**config.mk**
```make
export PLATFORM = sky130hd
export DESIGN_NAME = time_window_thermostat_switch_flat
export DESIGN_NICKNAME = d
export VERILOG_FILES = /design/src/rtl/core/tts_pkg.sv /design/src/rtl/core/tts_if.sv /design/src/rtl/core/tts_ctrl.sv /design/src/rtl/core/tts_dp.sv /design/src/rtl/core/time_window_thermostat_switch.sv /design/src/flat_wrapper.sv
export SDC_FILE = /design/constraint.sdc
export NUM_CORES = 1
export LEC_CHECK = 0
export ABC_CLOCK_PERIOD_IN_PS = 6450
export BUFFER_PORTS_ARGS = -buffer_cell sky130_fd_sc_hd__buf_2
export CORE_MARGIN = 10
export CORE_UTILIZATION = 56
export CTS_CLUSTER_DIAMETER = 60
export DETAILED_ROUTE_END_ITERATION = 8
export HOLD_SLACK_MARGIN = 0.15
export PLACE_DENSITY = 0.88
export SLEW_MARGIN = 5
export SYNTH_ARGS = -nofsm -noshare
export SYNTH_HDL_FRONTEND = slang
export SYNTH_SLANG_ARGS = --single-unit
```
**constraint.sdc**
```tcl
create_clock -name clock -period 6.45 [get_ports clock]
set_clock_uncertainty 0.2 [all_clocks]
set_input_delay 1.29 -clock clock [delete_from_list [all_inputs] [get_ports clock]]
set_output_delay 1.29 -clock clock [all_outputs]
set_load 0.005 [all_outputs]
```
**src/rtl/core/tts_pkg.sv**
```systemverilog
// ----------------------------------------------------------------------------
// tts_pkg
// Shared types and constants for the time window thermostat switch.
// ----------------------------------------------------------------------------
package tts_pkg;

   localparam int TIMER_COUNT  = 8;
   localparam int SENSOR_COUNT = 8;
   localparam int TIDX_W       = $clog2(TIMER_COUNT);
   localparam int SIDX_W       = $clog2(SENSOR_COUNT);

   localparam logic [10:0] DAY_MINUTES   = 11'd1440;
   localparam logic [7:0]  SETPOINT_RST  = 8'sd20;
   localparam logic [10:0] BOOST_RST     = 11'd60;

   typedef enum logic [2:0] {
      MODE_OFF   = 3'd0,
      MODE_ON    = 3'd1,
      MODE_AUTO  = 3'd2,
      MODE_BOOST = 3'd3,
      MODE_ADV   = 3'd4
   } mode_type;

   typedef enum logic [1:0] {
      OP_EVAL   = 2'd0,
      OP_MODE   = 2'd1,
      OP_TIMER  = 2'd2,
      OP_SENSOR = 2'd3
   } op_type;

   typedef enum logic [0:0] {
      CSR_MASK  = 1'b0,
      CSR_BOOST = 1'b1
   } csr_type;

   typedef enum logic [2:0] {
      ST_IDLE,
      ST_EXEC,
      ST_SCAN,
      ST_SENSE,
      ST_DONE
   } state_type;

   typedef struct packed {
      logic load;
      logic exec;
      logic scan_start;
      logic scan_step;
      logic sense;
      logic out_valid;
   } cmd_type;

   typedef struct packed {
      logic is_eval_auto;
      logic scan_hit;
      logic scan_last;
   } status_type;

   typedef struct packed {
      logic [1:0]  op;
      logic [10:0] now_minute;
      logic        time_synced;
      logic [2:0]  mode_request;
      logic [2:0]  timer_index;
      logic [10:0] on_minute;
      logic [10:0] off_minute;
      logic signed [7:0] setpoint;
      logic [6:0]  hysteresis;
      logic        less_than;
      logic [3:0]  sensor_select;
      logic signed [15:0] sensor_value;
   } req_type;

   typedef struct packed {
      logic       output_on;
      logic [2:0] mode;
      logic       settings_changed;
   } rsp_type;

endpackage

```
**src/rtl/core/tts_if.sv**
```systemverilog
// ----------------------------------------------------------------------------
// tts_req_if / tts_rsp_if
// Valid/ready channels for requests and results.
// ----------------------------------------------------------------------------
interface tts_req_if;
   logic             valid;
   logic             ready;
   tts_pkg::req_type payload;
   modport source (output valid, output payload, input ready);
   modport sink   (input valid, input payload, output ready);
endinterface

interface tts_rsp_if;
   logic             valid;
   logic             ready;
   tts_pkg::rsp_type payload;
   modport source (output valid, output payload, input ready);
   modport sink   (input valid, input payload, output ready);
endinterface

```
**src/rtl/core/tts_ctrl.sv**
```systemverilog
// ----------------------------------------------------------------------------
// tts_ctrl
// Sequencer: load request, execute, scan windows, sensor check, deliver.
// ----------------------------------------------------------------------------
module tts_ctrl (
   input  logic                clock,
   input  logic                reset,
   input  logic                req_valid,
   output logic                req_ready,
   input  logic                out_free,
   input  tts_pkg::status_type status,
   output tts_pkg::cmd_type    cmd
);

   tts_pkg::state_type state_ff, state_in;

   always_ff @(posedge clock) begin
      if (reset) begin
         state_ff <= tts_pkg::ST_IDLE;
      end else begin
         state_ff <= state_in;
      end
   end

   always_comb begin
      state_in = state_ff;
      unique case (state_ff)
         tts_pkg::ST_IDLE: begin
            if (req_valid) state_in = tts_pkg::ST_EXEC;
         end
         tts_pkg::ST_EXEC: begin
            state_in = status.is_eval_auto ? tts_pkg::ST_SCAN : tts_pkg::ST_DONE;
         end
         tts_pkg::ST_SCAN: begin
            if (status.scan_hit) state_in = tts_pkg::ST_SENSE;
            else if (status.scan_last) state_in = tts_pkg::ST_DONE;
         end
         tts_pkg::ST_SENSE: state_in = tts_pkg::ST_DONE;
         tts_pkg::ST_DONE: begin
            if (out_free) state_in = tts_pkg::ST_IDLE;
         end
         default: state_in = tts_pkg::ST_IDLE;
      endcase
   end

   always_comb begin
      cmd       = '0;
      req_ready = 1'b0;
      unique case (state_ff)
         tts_pkg::ST_IDLE: begin
            req_ready = 1'b1;
            cmd.load  = req_valid;
         end
         tts_pkg::ST_EXEC: begin
            cmd.exec       = 1'b1;
            cmd.scan_start = status.is_eval_auto;
         end
         tts_pkg::ST_SCAN:  cmd.scan_step = !status.scan_hit;
         tts_pkg::ST_SENSE: cmd.sense = 1'b1;
         tts_pkg::ST_DONE:  cmd.out_valid = out_free;
         default: ;
      endcase
   end

endmodule

```
**src/rtl/core/tts_dp.sv**
```systemverilog
// ----------------------------------------------------------------------------
// tts_dp
// Datapath: mode state, timer table, sensor store and result latch.
// ----------------------------------------------------------------------------
module tts_dp (
   input  logic                clock,
   input  logic                reset,
   input  tts_pkg::cmd_type    cmd,
   output tts_pkg::status_type status,
   input  tts_pkg::req_type    req,
   input  logic [7:0]          mask,
   input  logic [10:0]         boost_len,
   output tts_pkg::rsp_type    rsp
);

   localparam int TC = tts_pkg::TIMER_COUNT;
   localparam int SC = tts_pkg::SENSOR_COUNT;
   localparam int TW = tts_pkg::TIDX_W;
   localparam int SW = tts_pkg::SIDX_W;

   tts_pkg::req_type r_ff;
   logic [10:0] now_w;
   logic [2:0]  mode_ff, mode_in, prev_ff, prev_in;
   logic        out_ff, out_in, chg_ff, chg_in;
   logic [10:0] on_ff [TC];
   logic [10:0] off_ff [TC];
   logic signed [7:0] sp_ff [TC];
   logic [6:0]  hy_ff [TC];
   logic        less_ff [TC];
   logic        hs_ff [TC];
   logic [SW-1:0] sn_ff [TC];
   logic signed [15:0] sv_ff [SC];
   logic        ls_ff [SC];
   logic [TW-1:0] idx_ff;

   logic [10:0] won, woff;
   logic        win_hit, win0;
   logic [11:0] bsum;
   logic [10:0] boff;
   logic [TW-1:0] ti;
   logic        ti_ok, sel_ok;
   logic [SW-1:0] si;
   logic signed [8:0] lo, hi;
   logic signed [15:0] sv;
   logic        sact, dig;

   assign now_w = (r_ff.now_minute >= tts_pkg::DAY_MINUTES) ?
                  r_ff.now_minute - tts_pkg::DAY_MINUTES : r_ff.now_minute;

   function automatic logic in_win(logic [10:0] a, logic [10:0] b, logic [10:0] n);
      if (a == b) return 1'b0;
      if (b > a) return (n >= a) && (n < b);
      return !((n >= b) && (n < a));
   endfunction

   assign won     = on_ff[idx_ff];
   assign woff    = off_ff[idx_ff];
   assign win_hit = in_win(won, woff, now_w);
   assign win0    = in_win(on_ff[0], off_ff[0], now_w);

   assign status.is_eval_auto = (r_ff.op == tts_pkg::OP_EVAL) && r_ff.time_synced &&
                                (mode_ff == tts_pkg::MODE_AUTO);
   assign status.scan_hit  = win_hit;
   assign status.scan_last = (32'(idx_ff) == TC - 1);

   // boost length spans the full 11-bit range, so the sum may pass two days
   assign bsum = {1'b0, now_w} + {1'b0, boost_len};
   assign boff = (bsum >= {tts_pkg::DAY_MINUTES, 1'b0}) ?
                 11'(bsum - {tts_pkg::DAY_MINUTES, 1'b0}) :
                 (bsum >= {1'b0, tts_pkg::DAY_MINUTES}) ?
                 11'(bsum - {1'b0, tts_pkg::DAY_MINUTES}) : bsum[10:0];

   assign ti     = r_ff.timer_index[TW-1:0];
   assign ti_ok  = (32'(r_ff.timer_index) < TC);
   assign sel_ok = (32'(r_ff.sensor_select) < SC);
   assign si     = r_ff.sensor_select[SW-1:0];

   // sensor decision for the window found by the scan
   assign sv  = sv_ff[sn_ff[idx_ff]];
   assign dig = (32'(sn_ff[idx_ff]) < 8) && mask[3'(sn_ff[idx_ff])];
   assign lo  = 9'(sp_ff[idx_ff]) - 9'(signed'({1'b0, hy_ff[idx_ff]}));
   assign hi  = 9'(sp_ff[idx_ff]) + 9'(signed'({1'b0, hy_ff[idx_ff]}));
   always_comb begin
      if (!hs_ff[idx_ff]) sact = 1'b1;
      else if (dig) sact = (less_ff[idx_ff] == (sv == 16'sd0));
      else if (sv >= 16'(lo) && sv <= 16'(hi)) sact = ls_ff[sn_ff[idx_ff]];
      else sact = ((sv < 16'(lo)) == less_ff[idx_ff]);
   end

   always_comb begin
      mode_in = mode_ff;
      prev_in = prev_ff;
      out_in  = out_ff;
      chg_in  = chg_ff;
      if (cmd.load) chg_in = 1'b0;
      if (cmd.exec) begin
         unique case (r_ff.op)
            tts_pkg::OP_EVAL: begin
               if (mode_ff == tts_pkg::MODE_OFF || !r_ff.time_synced) out_in = 1'b0;
               else if (mode_ff == tts_pkg::MODE_ON) out_in = 1'b1;
               else if (mode_ff == tts_pkg::MODE_BOOST || mode_ff == tts_pkg::MODE_ADV) begin
                  out_in = win0;
                  if (!win0) begin
                     mode_in = prev_ff;
                     chg_in  = 1'b1;
                  end
               end else out_in = 1'b0;
            end
            tts_pkg::OP_MODE: begin
               priority if (r_ff.mode_request == tts_pkg::MODE_OFF ||
                            r_ff.mode_request == tts_pkg::MODE_ON ||
                            r_ff.mode_request == tts_pkg::MODE_AUTO) begin
                  if (mode_ff != r_ff.mode_request) begin
                     mode_in = r_ff.mode_request;
                     chg_in  = 1'b1;
                  end
               end else if (r_ff.mode_request == tts_pkg::MODE_BOOST) begin
                  if (mode_ff != tts_pkg::MODE_BOOST && mode_ff != tts_pkg::MODE_ADV)
                     prev_in = mode_ff;
                  mode_in = tts_pkg::MODE_BOOST;
                  chg_in  = 1'b1;
               end else if (r_ff.mode_request == tts_pkg::MODE_ADV) begin
                  if (mode_ff != tts_pkg::MODE_ADV && on_ff[1] != off_ff[1]) begin
                     if (mode_ff != tts_pkg::MODE_BOOST) prev_in = mode_ff;
                     mode_in = tts_pkg::MODE_ADV;
                     chg_in  = 1'b1;
                  end
               end else begin
               end
            end
            tts_pkg::OP_TIMER: begin
               if (ti_ok) begin
                  if (r_ff.on_minute != on_ff[ti] || r_ff.off_minute != off_ff[ti] ||
                      (r_ff.setpoint > -8'sd127 && r_ff.setpoint < 8'sd127 &&
                       r_ff.setpoint != sp_ff[ti]) ||
                      r_ff.less_than != less_ff[ti] || r_ff.hysteresis != hy_ff[ti] ||
                      (sel_ok && (!hs_ff[ti] || si != sn_ff[ti])))
                     chg_in = 1'b1;
               end
            end
            tts_pkg::OP_SENSOR: ;
            default: ;
         endcase
      end
      if (cmd.exec && status.is_eval_auto) out_in = 1'b0;
      if (cmd.sense) out_in = sact;
   end

   always_ff @(posedge clock) begin
      if (reset) begin
         mode_ff <= tts_pkg::MODE_OFF;
         prev_ff <= tts_pkg::MODE_OFF;
         out_ff  <= 1'b0;
         chg_ff  <= 1'b0;
         for (int i = 0; i < TC; i++) begin
            on_ff[i]   <= '0;
            off_ff[i]  <= '0;
            sp_ff[i]   <= tts_pkg::SETPOINT_RST;
            hy_ff[i]   <= '0;
            less_ff[i] <= 1'b1;
            hs_ff[i]   <= 1'b0;
            sn_ff[i]   <= '0;
         end
         for (int i = 0; i < SC; i++) begin
            sv_ff[i] <= '0;
            ls_ff[i] <= 1'b0;
         end
      end else begin
         mode_ff <= mode_in;
         prev_ff <= prev_in;
         out_ff  <= out_in;
         chg_ff  <= chg_in;
         if (cmd.exec) begin
            unique case (r_ff.op)
               tts_pkg::OP_EVAL: begin
                  if ((mode_ff == tts_pkg::MODE_BOOST || mode_ff == tts_pkg::MODE_ADV) &&
                      r_ff.time_synced && !win0)
                     off_ff[0] <= on_ff[0];
               end
               tts_pkg::OP_MODE: begin
                  if ((r_ff.mode_request == tts_pkg::MODE_OFF ||
                       r_ff.mode_request == tts_pkg::MODE_ON ||
                       r_ff.mode_request == tts_pkg::MODE_AUTO) &&
                      mode_ff != r_ff.mode_request) begin
                     on_ff[0]  <= '0;
                     off_ff[0] <= '0;
                  end else if (r_ff.mode_request == tts_pkg::MODE_BOOST) begin
                     on_ff[0]  <= now_w;
                     off_ff[0] <= boff;
                  end else if (r_ff.mode_request == tts_pkg::MODE_ADV &&
                               mode_ff != tts_pkg::MODE_ADV && on_ff[1] != off_ff[1]) begin
                     on_ff[0]  <= now_w;
                     off_ff[0] <= off_ff[1];
                  end
               end
               tts_pkg::OP_TIMER: begin
                  if (ti_ok) begin
                     on_ff[ti]   <= r_ff.on_minute;
                     off_ff[ti]  <= r_ff.off_minute;
                     hy_ff[ti]   <= r_ff.hysteresis;
                     less_ff[ti] <= r_ff.less_than;
                     if (r_ff.setpoint > -8'sd127 && r_ff.setpoint < 8'sd127)
                        sp_ff[ti] <= r_ff.setpoint;
                     if (sel_ok) begin
                        hs_ff[ti] <= 1'b1;
                        sn_ff[ti] <= si;
                     end
                  end
               end
               tts_pkg::OP_SENSOR: begin
                  if (sel_ok) sv_ff[si] <= r_ff.sensor_value;
               end
               default: ;
            endcase
         end
         if (cmd.sense && hs_ff[idx_ff] && !dig &&
             !(sv >= 16'(lo) && sv <= 16'(hi)))
            ls_ff[sn_ff[idx_ff]] <= sact;
      end
   end

   always_ff @(posedge clock) begin
      if (cmd.load) r_ff <= req;
      if (cmd.scan_start) idx_ff <= TW'(1);
      else if (cmd.scan_step && !status.scan_last) idx_ff <= idx_ff + TW'(1);
   end

   assign rsp.output_on        = out_ff;
   assign rsp.mode             = mode_ff;
   assign rsp.settings_changed = chg_ff;

endmodule

```
**src/rtl/core/time_window_thermostat_switch.sv**
```systemverilog
// ----------------------------------------------------------------------------
// time_window_thermostat_switch
// Mode, timer window and sensor controller for one relay output.
// ----------------------------------------------------------------------------
// One request at a time: a request goes through execute to a result register,
// and an AUTO evaluate also scans the window table one entry a cycle and may
// check a sensor. A new request is taken once the previous
// result has moved into the output register.
module time_window_thermostat_switch (
   input  logic        clock,
   input  logic        reset,
   tts_req_if.sink     req,
   tts_rsp_if.source   rsp,
   input  logic        csr_psel,
   input  logic        csr_penable,
   input  logic        csr_pwrite,
   input  logic [2:0]  csr_paddr,
   input  logic [31:0] csr_pwdata,
   output logic [31:0] csr_prdata,
   output logic        csr_pready
);

   tts_pkg::cmd_type    cmd;
   tts_pkg::status_type status;
   tts_pkg::rsp_type    res, rsp_ff;
   logic        vld_ff;
   logic [7:0]  mask_ff;
   logic [10:0] boost_ff;
   logic        out_free;
   logic        wr;

   assign csr_pready = 1'b1;
   assign wr = csr_psel && csr_penable && csr_pwrite;

   always_ff @(posedge clock) begin
      if (reset) begin
         mask_ff  <= '0;
         boost_ff <= tts_pkg::BOOST_RST;
      end else if (wr && csr_paddr[1:0] == 2'b00) begin
         if (csr_paddr[2] == tts_pkg::CSR_MASK) mask_ff <= csr_pwdata[7:0];
         else boost_ff <= csr_pwdata[10:0];
      end
   end

   always_comb begin
      csr_prdata = '0;
      if (csr_paddr[2] == tts_pkg::CSR_MASK) csr_prdata[7:0] = mask_ff;
      else csr_prdata[10:0] = boost_ff;
   end

   assign out_free = !vld_ff || rsp.ready;

   tts_ctrl u_ctrl (
      .clock     (clock),
      .reset     (reset),
      .req_valid (req.valid),
      .req_ready (req.ready),
      .out_free  (out_free),
      .status    (status),
      .cmd       (cmd)
   );

   tts_dp u_dp (
      .clock     (clock),
      .reset     (reset),
      .cmd       (cmd),
      .status    (status),
      .req       (req.payload),
      .mask      (mask_ff),
      .boost_len (boost_ff),
      .rsp       (res)
   );

   always_ff @(posedge clock) begin
      if (reset) begin
         vld_ff <= 1'b0;
      end else if (cmd.out_valid) begin
         vld_ff <= 1'b1;
      end else if (rsp.ready) begin
         vld_ff <= 1'b0;
      end
   end

   always_ff @(posedge clock) begin
      if (cmd.out_valid) rsp_ff <= res;
   end

   assign rsp.valid   = vld_ff;
   assign rsp.payload = rsp_ff;

`ifndef SYNTHESIS
   a_one_cmd: assert property (@(posedge clock) disable iff (reset)
      $onehot0({cmd.load, cmd.exec, cmd.scan_step, cmd.sense, cmd.out_valid}))
      else $error("multiple sequencer commands");
   a_load_ready: assert property (@(posedge clock) disable iff (reset)
      cmd.load |-> req.ready)
      else $error("load without ready");
   a_hold: assert property (@(posedge clock) disable iff (reset)
      rsp.valid && !rsp.ready |=> rsp.valid && $stable(rsp.payload))
      else $error("result dropped");
`endif

endmodule

```
**src/flat_wrapper.sv**
```systemverilog
// flat-port wrapper written by rule: the top's interface ports become plain ports
module time_window_thermostat_switch_flat 
  (clock, reset, csr_psel, csr_penable, csr_pwrite, csr_paddr, csr_pwdata, csr_prdata, csr_pready, req_valid, req_payload, req_ready, rsp_valid, rsp_payload, rsp_ready);
  tts_req_if req_i ();
  tts_rsp_if rsp_i ();
  input  logic clock;
  input  logic reset;
  input  logic csr_psel;
  input  logic csr_penable;
  input  logic csr_pwrite;
  input  logic [2:0] csr_paddr;
  input  logic [31:0] csr_pwdata;
  output logic [31:0] csr_prdata;
  output logic csr_pready;
  input wire logic [$bits(req_i.valid)-1:0] req_valid;
  input wire logic [$bits(req_i.payload)-1:0] req_payload;
  output wire logic [$bits(req_i.ready)-1:0] req_ready;
  output wire logic [$bits(rsp_i.valid)-1:0] rsp_valid;
  output wire logic [$bits(rsp_i.payload)-1:0] rsp_payload;
  input wire logic [$bits(rsp_i.ready)-1:0] rsp_ready;
  assign req_i.valid = req_valid;
  assign req_i.payload = req_payload;
  assign req_ready = req_i.ready;
  assign rsp_valid = rsp_i.valid;
  assign rsp_payload = rsp_i.payload;
  assign rsp_i.ready = rsp_ready;
  time_window_thermostat_switch u_core (.clock(clock), .reset(reset), .req(req_i), .rsp(rsp_i), .csr_psel(csr_psel), .csr_penable(csr_penable), .csr_pwrite(csr_pwrite), .csr_paddr(csr_paddr), .csr_pwdata(csr_pwdata), .csr_prdata(csr_prdata), .csr_pready(csr_pready));
endmodule
```
==> flow_metrics.env <==
export IMPL_fmax_mhz=163
export IMPL_cts_tree="done"
export IMPL_hp_class="flop to flop"
export IMPL_rows=89
export IMPL_holdBufCountCts=0
export IMPL_critPathArrivalTime_ns=6.41
export IMPL_synth_top_area_cell="edfxtp_1"
export IMPL_final_util_pct=62.1
export IMPL_diodes=0
export IMPL_synth_commonest_cells="539 x edfxtp_1, 215 x and3_1, 198 x and2_1"
export IMPL_p_leak_nw=14.3
export IMPL_drt_wl_total_um=92400
export IMPL_drive_gt1_share_pct=18.9
export IMPL_grt_pass1_wl_um=141000
export IMPL_drc_errors=0
export IMPL_fin_nets=2953
export IMPL_cts_sinks=595
export IMPL_crit_fanout=31
export IMPL_avgSynthCellArea_um2=12.7
export IMPL_multi_input_area_mm2=0.0151
export IMPL_first_iter_violations=3250
export IMPL_synth_area_leaders="edfxtp_1 48%, mux4_2 11%, ha_1 4.4%, and3_1 4.0%, mux2i_1 3.8%"
export IMPL_tns_ns=0
export IMPL_critPathMaxStageDelay_ns=0.61
export IMPL_grt_pass1_vias=24100
export IMPL_io_buffers=116
export IMPL_crit_chain="mux4_2 > mux2_4 > nor2_1 > a221oi_1 > o22a_1 > inv_1 > ha_1 > nor2b_1 > o21a_1 > o21ai_0 > a211o_1 > o21ai_0 > a311o_1 > a211oi_2 > o211ai_1 > and3_1 > or3_1 > nor3_1"
export IMPL_place_inst=3421
export IMPL_synth_seq_cells=595
export IMPL_period_needed_ns=6.12
export IMPL_die_y_um=265
export IMPL_cts_buffer_depth=3
export IMPL_yosysSeqAreaShare_pct=51.7
export IMPL_critical_path_slowest_cell="mux4_2"
export IMPL_final_cells=3535
export IMPL_clk_latency_ns=0.66
export IMPL_peakVddDrop_mv=0.230
export IMPL_worstPathRequired_ns=6.74
export IMPL_yosysMostFrequentCell="edfxtp_1"
export IMPL_cts_root_buffer="clkbuf_16"
export IMPL_clk_pin_slew_ns=0.07
export IMPL_p_per_area_mw_per_mm2=249
export IMPL_crit_top_cell="o21ai_0"
export IMPL_globalRouteOverflowTotal=0
export IMPL_syn_inst=2647
export IMPL_slew_headroom_pct=16.5
export IMPL_final_max_slew_viol_count=0
export IMPL_synth_edf_count=539
export IMPL_vias_per_cell=6.72
export IMPL_end_kind="flop"
export IMPL_start_util_pct=56.6
export IMPL_crit_type="flop to flop"
export IMPL_ys_types=83
export IMPL_synth_flop_cell="edfxtp_1"
export IMPL_ant_nets=0
export IMPL_dp_hpwl_um=62200
export IMPL_nFillCells=4245
export IMPL_dieArea_mm2=0.0700
export IMPL_status="finished, final reports clean"
export IMPL_yosys_warnings=0
export IMPL_async_flop_share_pct=0
export IMPL_hold_viol=0
export IMPL_vias=23800
export IMPL_drv_cap=0
export IMPL_cp_start_kind="flop"
export IMPL_grt_max_degree=65
export IMPL_rsz0062_at_grt="no"
export IMPL_seq_area_mm2=0.0173
export IMPL_setup_viol=0
export IMPL_grt_usage_pct=25.7
export IMPL_tightest_slew_ns=1.25
export IMPL_syn_to_final_growth_pct=9.63
export IMPL_core_area_mm2=0.0591
export IMPL_die_w_um=265
export IMPL_synth_top_area_share_pct=48.3
export IMPL_wl_per_cell_um=26.1
export IMPL_place_gp_congestion=0.919
export IMPL_ctsHtreeMaxLevel=2
export IMPL_drtPass1Iterations=6
export IMPL_fin_crit_sh_pct=94.9
export IMPL_io_pins=160
export IMPL_antenna_found_initial=0
export IMPL_syn_area_mm2=0.0335
export IMPL_cts_buffers=60
[where the power goes]
group	leakage (nW)	switching, W	internal, W
Sequential	5.89	0.000206	0.00435
Combinational	7.53	0.000705	0.000520
Clock	0.918	0.00152	0.00184
[path summary, 6_finish.rpt]
path / start / end / slack [ns] / cells past startpoint
worst max register to register: flop / u_core.u_dp.ls_ff[3] / 0.33 / 18
worst min register to register: u_core.u_dp.chg_ff / u_core.rsp.payload[0] / 0.23 / 0
worst min-delay path: u_core.u_dp.chg_ff / u_core.rsp.payload[0] / 0.23 / 0
worst max-delay path: flop / u_core.u_dp.ls_ff[3] / 0.33 / 18
[worst max-delay path: cells and delay by family, from the launching register on]
family | cells | cell delay [ns]
compound gates | 9 | 2.02
buf+inv | 1 | 0.12
mux | 2 | 1.12
flops | 1 | 0.60
fa+ha+maj | 1 | 0.25
simple gates | 5 | 1.62
[placed cells by master, fill, tap and decap left out, types with 8 or more instances in the layout]
cell type  count
a221oi_1      20
nor4_1        10
clkbuf_1      19
nand2b_1      40
conb_1        22
buf_2        116
a31oi_1       23
edfxtp_1     539
nand3_1       25
nand2_1      131
or3_1         10
clkinv_2      12
buf_4         56
mux4_2       166
ha_1         119
xnor2_1       40
a21o_1        20
nor2_1       135
a21oi_1       59
nor3_1        30
and3_1       214
inv_1         93
o21bai_1      15
o21ai_0       60
a22o_1        18
mux2_2        30
clkbuf_8       8
xor2_1        37
o22ai_1       12
and2_1       196
a32oi_1        8
or2_2         28
dfxtp_1       50
clkbuf_16     61
nor2b_1       18
o21a_1        25
nand4_1       31
mux2i_1      126
[sequential cells by signal, indices dropped and copies added (netlist names), 11 cells and up, named ones only]
signal	flops
u_core.u_dp.sv_ff	128
u_core.u_dp.off_ff	88
u_core.u_dp.r_ff	75
u_core.u_dp.hy_ff	56
u_core.u_dp.sn_ff	24
u_core.boost_ff	11
u_core.u_dp.on_ff	88
u_core.u_dp.sp_ff	64
[cell families after synthesis]
kind of cell	synth area share (%)
compound gates	7.14
xor+xnor	2.01
fa+ha+maj	4.62
buf+inv	3.57
flops	51.7
mux	16.3
other cells	0.0224
simple gates	14.7
[cell type report]
type	count	area share, %
inverter	93	0.951
clock buffer	88	4.65
timing repair buffer	175	2.91
multi-input combinational	1786	41.2
tap	773	2.63
sequential	595	47.2
clock inverter	25	0.508
[repair_timing]
item	in CTS	in global routing
buffers inserted	0	1
gates resized for setup	0	1
hold endpoints to repair	0	0
setup endpoints to repair	0	7
[stage by stage]
step | instance area, um^2 | total power (W) | worst slack, ns | hold slack [ns]
after global routing | 36700 | 0.00943 | 0.151 | 0.253
after floorplan | 33600 | 0.00542 | 0.303 | 0.206
after global placement | 34800 | 0.00575 | 0.681 | 0.218
after CTS | 36700 | 0.00912 | 0.301 | 0.232
final | 36700 | 0.00914 | 0.329 | 0.233
after detailed placement | 34800 | 0.00581 | 0.386 | 0.218
[per-layer routing]
| layer | up-vias | GRT usage (%) | part of all wire [%] |
|---|---|---|---|
| met3 | 274 | 6.98 | 13 |
| met1 | 11600 | 32.7 | 36 |
| li1 | 10100 | - | - |
| met2 | 1738 | 41.7 | 47 |
| met4 | 0 | 9.60 | 3.9 |
| met5 | - | 0 | 0 |
(Power assumes the default switching activity.)
